$ cat src/design/vdi_pkg.sv
// ----------------------------------------------------------------------------
// vdi_pkg
// Shared types and constants for the vertex deduplication indexer.
// ----------------------------------------------------------------------------
package vdi_pkg;

	localparam int unsigned MaxVerticesDefault = 1024;
	localparam int unsigned SlotCountDefault   = 2048;
	localparam int unsigned GenWidth           = 5;
	localparam int unsigned OutIndexWidth      = 10;
	localparam int unsigned WordCount          = 8;
	localparam logic [63:0] HashGolden         = 64'h0000_0000_9e37_79b9;

	typedef struct packed {
		logic        new_mesh;
		logic [31:0] normal_x;
		logic [31:0] normal_y;
		logic [31:0] normal_z;
		logic [31:0] position_x;
		logic [31:0] position_y;
		logic [31:0] position_z;
		logic [31:0] texcoord_u;
		logic [31:0] texcoord_v;
	} in_item_t;

	typedef struct packed {
		logic [OutIndexWidth-1:0] vertex_index;
		logic                     is_new;
		logic                     table_full;
	} out_item_t;

	// controller -> datapath
	typedef struct packed {
		logic load;        // capture input vertex, start hashing
		logic hash_step;   // one combine round
		logic set_slot;    // slot pointer := hash mod slot count
		logic rd_slot;     // issue slot read at pointer
		logic rd_vert;     // issue vertex word reads for the slot's index
		logic adv_slot;    // pointer := pointer + 1 (wrapping)
		logic insert;      // write slot and vertex words, bump free index
		logic clr_step;    // clear one slot in the sweep
		logic clr_start;   // reset the sweep pointer
	} dp_cmd_t;

	// datapath -> controller
	typedef struct packed {
		logic hash_done;
		logic slot_live;
		logic idx_ok;      // stored index below the vertex limit
		logic vert_match;
		logic index_full;
		logic clr_done;
		logic gen_wrap;    // new mesh will wrap the generation
	} dp_sts_t;

endpackage

$ cat src/design/vdi_ctrl.sv
// ----------------------------------------------------------------------------
// vdi_ctrl
// Sequencer: clear sweep, hashing, probe loop and result register.
// ----------------------------------------------------------------------------
module vdi_ctrl #(
	parameter int unsigned SLOT_COUNT = vdi_pkg::SlotCountDefault
) (
	input  logic                clk,
	input  logic                arst_n,
	input  logic                in_valid,
	input  logic                in_new_mesh,
	output logic                in_ready,
	output logic                out_valid,
	input  logic                out_ready,
	output vdi_pkg::out_item_t  out_item,
	output vdi_pkg::dp_cmd_t    cmd,
	input  vdi_pkg::dp_sts_t    sts,
	input  logic [vdi_pkg::OutIndexWidth-1:0] hit_index,
	input  logic [vdi_pkg::OutIndexWidth-1:0] new_index
);
	localparam int unsigned PW = $clog2(SLOT_COUNT) + 1;

	typedef enum logic [2:0] {
		ST_CLEAR, ST_IDLE, ST_HASH, ST_SLOT, ST_CHECK, ST_CMP, ST_DONE
	} state_t;

	state_t                 state_q;
	logic [PW-1:0]          probes_q;
	logic                   wipe_q;
	vdi_pkg::out_item_t     res_q;
	logic                   res_valid_q;

	logic accept;
	assign accept   = in_valid && in_ready;
	assign in_ready = (state_q == ST_IDLE) && !res_valid_q;

	always_comb begin
		cmd = '0;
		case (state_q)
			ST_CLEAR: cmd.clr_step = !sts.clr_done;
			ST_IDLE:  cmd.load = accept;
			ST_HASH:  begin
				cmd.hash_step = !sts.hash_done;
				cmd.set_slot  = sts.hash_done;
			end
			ST_SLOT:  cmd.rd_slot = 1'b1;
			ST_CHECK: begin
				cmd.rd_vert = 1'b1;
				cmd.insert  = !sts.slot_live && !sts.index_full;
			end
			ST_CMP:   cmd.adv_slot = 1'b1;
			ST_DONE:  cmd = '0;
			default:  cmd = '0;
		endcase
		if (state_q == ST_IDLE && accept && in_new_mesh && sts.gen_wrap)
			cmd.clr_start = 1'b1;
	end

	always_ff @(posedge clk or negedge arst_n) begin
		if (!arst_n) begin
			state_q     <= ST_CLEAR;
			probes_q    <= '0;
			wipe_q      <= 1'b0;
			res_valid_q <= 1'b0;
			res_q       <= '0;
		end else begin
			if (out_valid && out_ready)
				res_valid_q <= 1'b0;
			case (state_q)
				ST_CLEAR: if (sts.clr_done)
					state_q <= wipe_q ? ST_HASH : ST_IDLE;
				ST_IDLE: if (accept) begin
					probes_q <= '0;
					wipe_q   <= in_new_mesh && sts.gen_wrap;
					state_q  <= (in_new_mesh && sts.gen_wrap) ? ST_CLEAR : ST_HASH;
				end
				ST_HASH: if (sts.hash_done)
					state_q <= ST_SLOT;
				ST_SLOT: state_q <= ST_CHECK;
				ST_CHECK: begin
					if (!sts.slot_live) begin
						res_q       <= sts.index_full
							? vdi_pkg::out_item_t'{'0, 1'b0, 1'b1}
							: vdi_pkg::out_item_t'{new_index, 1'b1, 1'b0};
						res_valid_q <= 1'b1;
						state_q     <= ST_IDLE;
					end else
						state_q <= ST_CMP;
				end
				ST_CMP: begin
					// hold the stored index from the slot read for a hit
					if (sts.idx_ok && sts.vert_match) begin
						res_q       <= '{hit_index, 1'b0, 1'b0};
						res_valid_q <= 1'b1;
						state_q     <= ST_IDLE;
					end else if (probes_q == PW'(SLOT_COUNT - 1)) begin
						res_q       <= '{'0, 1'b0, 1'b1};
						res_valid_q <= 1'b1;
						state_q     <= ST_IDLE;
					end else begin
						probes_q <= probes_q + 1'b1;
						state_q  <= ST_SLOT;
					end
				end
				ST_DONE: state_q <= ST_IDLE;
				default: state_q <= ST_IDLE;
			endcase
		end
	end

	assign out_valid = res_valid_q;
	assign out_item  = res_q;
endmodule

$ cat config.mk
export PLATFORM = sky130hd
export DESIGN_NAME = vdi_ctrl
export DESIGN_NICKNAME = d
export VERILOG_FILES = /design/src/design/vdi_pkg.sv /design/src/design/vdi_ctrl.sv
export SDC_FILE = /design/constraint.sdc
export NUM_CORES = 1
export LEC_CHECK = 0
export BUFFER_PORTS_ARGS = -buffer_cell sky130_fd_sc_hd__buf_2
export CORE_ASPECT_RATIO = 0.6
export CORE_MARGIN = 2
export CORE_UTILIZATION = 55
export CTS_BUF_LIST = sky130_fd_sc_hd__clkbuf_4 sky130_fd_sc_hd__clkbuf_8
export DETAILED_ROUTE_END_ITERATION = 6
export PLACE_DENSITY_LB_ADDON = 0.2
export SLEW_MARGIN = 30
export SYNTH_ARGS = -nofsm -noshare
export SYNTH_HDL_FRONTEND = slang
export SYNTH_SLANG_ARGS = --single-unit
$ cat constraint.sdc
create_clock -name clk -period 2.8 [get_ports clk]
set_input_delay 0.28 -clock clk [delete_from_list [all_inputs] [get_ports clk]]
set_output_delay 0.28 -clock clk [all_outputs]
set_load 0.02 [all_outputs]
# ---- Yosys cells after proc, flatten, opt, wreduce, memory -nomap -nowiden
# Index checks and enable logic that the tools add are counted.
dict set report totals {
  ff_bits 29
  inputBits 32
  elab_cells 73
}
dict set report op_classes {
  n_addsub 1
  n_eq_ne 13
  muxes 31
  reduce_logical 21
}
# operator n
set op_table {}
lappend op_table {{12-bit 2-to-1 mux} 7}
lappend op_table {{12-bit case mux with 2 select lines} 2}
lappend op_table {{3-bit case mux with 6 select lines} 1}
lappend op_table {{12-bit by 1-bit adder with 12-bit output (second input constant)} 1}
lappend op_table {{12-bit by 11-bit == test with 1-bit output (second input constant)} 1}
lappend op_table {{3-bit 2-to-1 mux} 4}
lappend op_table {{2-bit != test (second input constant)} 6}
lappend op_table {{1-bit 2-to-1 mux} 11}
lappend op_table {{2-bit 2-to-1 mux} 5}
lappend op_table {{1-bit logical AND} 9}
lappend op_table {{3-bit by 2-bit == test with 1-bit output (second input constant)} 2}
lappend op_table {{3-bit == test (second input constant)} 2}
lappend op_table {{3-bit AND reduction} 2}
lappend op_table {{1-bit logical NOT} 5}
lappend op_table {{4-bit AND reduction} 1}
lappend op_table {{2-bit nonzero test} 2}
lappend op_table {{3-bit by 1-bit == test with 1-bit output (second input constant)} 1}
lappend op_table {{3-bit logical NOT} 1}
lappend op_table {{3-bit != test (second input constant)} 1}
lappend op_table {{1-bit case mux with 2 select lines} 1}
lappend op_table {{2-bit AND reduction} 1}

# ---- Logic depth before layout (Yosys ltp)
dict set report logic_depth {
  ltp_word 7
  mapped_depth 6
}

# ---- Least setup slack after synthesis
# No wires, ideal clock.
dict set report synth_timing {
  path_type {flip-flop to output port}
  from {register state_q[1]}
  to {output cmd[0] in the netlist's numbering}
  arrival_time_ps 2103
  t_required_ps 2520
  setup_slack_ps 417
  path_stages_with_launch 5
  path_buffers 1
  path_cell_list {dfrtp_1 buf_2 nor4b_1 nand2_1 nor2_1}
}
# item line
set synth_rtl {}
lappend synth_rtl {{start, declared} vdi_ctrl.sv:27} ;# state_t state_q;
lappend synth_rtl {{start signal, assigned} vdi_ctrl.sv:71} ;# state_q <= wipe_q ? ST_HASH : ST_IDLE;
lappend synth_rtl {{start signal, assigned} vdi_ctrl.sv:75} ;# state_q <= (in_new_mesh && sts.gen_wrap) ? ST_CLEAR : ST_HASH;
lappend synth_rtl {{end, declared} vdi_ctrl.sv:16} ;# output vdi_pkg::dp_cmd_t cmd,

==> flow_summary.ini <==
[run_status]
status = completed

[cells_and_area]
syn2layout_area_growth_pct = 24.7
n_fill_cell = 184
regArea_sq_um = 726
post-route-util_pct = 74.7
fin_cells = 239
fin_area_sq_mm = 0.00192
multi_input_area_sq_um = 759
nNetsFinal = 239
drive_above_1_share_pct = 39.1
num_antenna_cells = 0

[logic_synthesis]
synth_most_common_cell = dfrtp_1
synth_compound_area_share_pct = 18.5
yosys.area.top_type = dfrtp_1
syn_area_sq_mm = 0.00154
yosysTopAreaCellShare_pct = 47.0
synth_top_family_by_area = simple AND/OR/NAND/NOR gates
synth_adder_area_share_pct = 0.811
synth_xor_area_share_pct = 0
ys_seq_area_share_pct = 47.0
synthSimpleGateAreaFrac_pct = 21.3
avgSynthCellArea_sq_um = 10.4
ys_ff_latch = 29
syn_inst = 148
synth_edf_count = 0
yosysWarnings = 0
synthFlopType = dfrtp_1
syn_nets = 181
synth.mux.area_fraction_pct = 8.60
synth_common_cells = dfrtp_1, o21ai_0, a22o_1, mux2_2, nor2_1
async_flop_share_pct = 100
yosysUniqueCellTypes = 39
synthTopCellsByArea = dfrtp_1, mux2_2, a22o_1

[power]
p_leak_nw = 0.988
seq_power_share_pct = 39.7
switching_share_pct = 38.8
p_switching_mw = 0.632
intPower_mw = 0.996
clkPwrFrac_pct = 21.9
peakVddDrop_mv = 0.397
p_comb_share_pct = 38.4
power-per-cell-area_mw_per_mm2 = 846

[placed_design]
port_buffers = 54
placedCellCount = 231
place_congestion = 0.892
dpl_cell_area_sq_mm = 0.00183
place_ws_ns = 0.877
dpl.hpwl_mm = 2.97

[clock_network]
root_buffer = clkbuf_8
cts_buffer_depth = 2
cts_buffers = 5
cts_resized = 0
cts_hold_buf = 0
clkSinkCount = 29
post_cts_buffers = 0
clk_pin_slew_ns = 0.06
insertion_delay_ns = 0.29
cts_tree = done
htree_num_levels = 2

[floorplanning]
initial_core_util_pct = 59.9
io_pins = 55
die_y_um = 45.0
num_rows = 14
die_x_um = 72.4
fp.coreArea_sq_mm = 0.00257
dieArea_sq_mm = 0.00326

[timing]
slew_headroom_pct = 53.2
grt_setup_unrepaired = no
period_share_pct = 83.0
clock_skew_ns = 0.00446
final_max_slew_viol_count = 0
setup_viol = 0
period_needed_ns = 2.32
tns_ns = 0
hold_violations = 0
setup_ws_ns = 0.477
max_slew.worst_pin.slew_ns = 0.700
max_freq_mhz = 431

[route]
firstDrtPassIters = 5
vias = 1489
viasPerCell = 6.23
drcViolationCount = 0
wl_per_cell_um = 16.3
wirelength_mm = 3.90
drt_iter0_markers = 147
postRouteAntennaNets = 0

[grt]
antenna_found_initial = 0
grt-ovfl-total = 0
grt_first_pass_wirelength_mm = 6.25
grt_max_degree = 30
grt_pass1_vias = 1346
grt_usage_pct = 26.1

[critical_path]
cp_max_fo = 11
worst_path_max_delay_cell = dfrtp_1
cp-end-kind = output pin
required_ns = 2.52
cp_top_family = simple AND/OR/NAND/NOR gates
startpoint_type = register
crit_type = register to output pin
path_buf_inv = 2
crit_path_cell_trace = nor4b_1, nand2_1, inv_1, buf_2
reg2reg_slack_ns = 0.84
worst_ep_arrival_time_ns = 2.04
critical_path.max_stage_delay_ns = 0.55

[flow_run]
cap_violations = 0

[min_path]
worst_hold_path_type = input pin to asynchronous set/reset pin
power groups by stage:
stage,Sequential [mW],Clock (mW),Combinational (mW)
floorplan,0.700,0,0.372
global placement,0.637,0,0.601
finish,0.647,0.357,0.625
global route,0.660,0.380,0.666
detailed placement,0.651,0,0.621
CTS,0.643,0.363,0.625
cells in the final DEF (no fill, tap or decap), types with 2 or more instances in the layout:
cell / Yosys / final
a21o_1: 3 / 3
a21oi_1: 4 / 4
a22o_1: 10 / 10
a31oi_1: 3 / 3
buf_2: 1 / 54
buf_4: 2 / 2
clkbuf_4: 0 / 3
clkbuf_8: 0 / 5
dfrtp_1: 29 / 29
inv_1: 6 / 6
mux2_2: 10 / 10
mux2i_1: 2 / 2
nand2_1: 8 / 8
nand2b_1: 2 / 2
nand3_1: 6 / 6
nor2_1: 9 / 9
nor3_1: 8 / 8
nor4_1: 3 / 3
nor4b_1: 3 / 3
o211ai_1: 2 / 2
o21ai_0: 11 / 11
o311ai_0: 2 / 2
o31ai_1: 3 / 3
or3_1: 3 / 3
or4_4: 2 / 2
registers in the layout, indices dropped and copies added (netlist names):
register,count
state_q,3
out_item,12
probes_q,12
out_valid,1
wipe_q,1
final cells by class:
class / count / share of cell area, %
clock buffers: 8 / 4.75
inverters: 6 / 1.17
multi-input cells: 108 / 39.5
flip-flops and latches: 29 / 37.7
well taps: 32 / 2.08
repair buffers: 56 / 14.8
path summary, 6_finish.rpt:
| path | cells past startpoint | start | to |
|---|---|---|---|
| max in group asynchronous | 1 | arst_n | out_item[4] |
| hold reg to reg | 1 | out_item[1] | out_item[1] |
| min in group clk | 2 | out_ready | out_valid |
| hold / removal | 1 | arst_n | probes_q[7] |
| setup reg to reg | 4 | state_q[1] | probes_q[11] |
| setup / recovery | 4 | state_q[0] | cmd[8] |
metal layers:
layer  vias to the layer above  wire length, um  global-route usage (%)
met5                         -                0                       0
met4                         0               68                    7.78
met3                        12              401                    10.7
met2                        81             1660                    38.5
met1                       709             1770                    35.7
li1                        687                -                       -
metrics by stage:
stage / total power [mW] / hold slack, ns
2_1_floorplan: 1.07 / -0.0156
3_3_place_gp: 1.24 / 0.333
3_5_place_dp: 1.27 / 0.341
4_1_cts: 1.63 / 0.0367
5_1_grt: 1.71 / 0.0636
6_report: 1.63 / 0.0151
logic make-up after synthesis:
| kind of cell | after synthesis |
|---|---|
| AND/OR/NAND/NOR | 54 |
| flip-flops | 29 |
| adder cells (fa/ha/maj) | 1 |
| multiplexers | 12 |
| AO/OA/AOI/OAI | 41 |
| buffers and inverters | 11 |
worst register-to-register path: stages (launching register included):
cell and delay (ns):
dfrtp_1 0.48, nand3b_4 0.24, or4_4 0.60, or4_4 0.44
a21oi_2 0.14
Power figures use the tool's default switching activity.
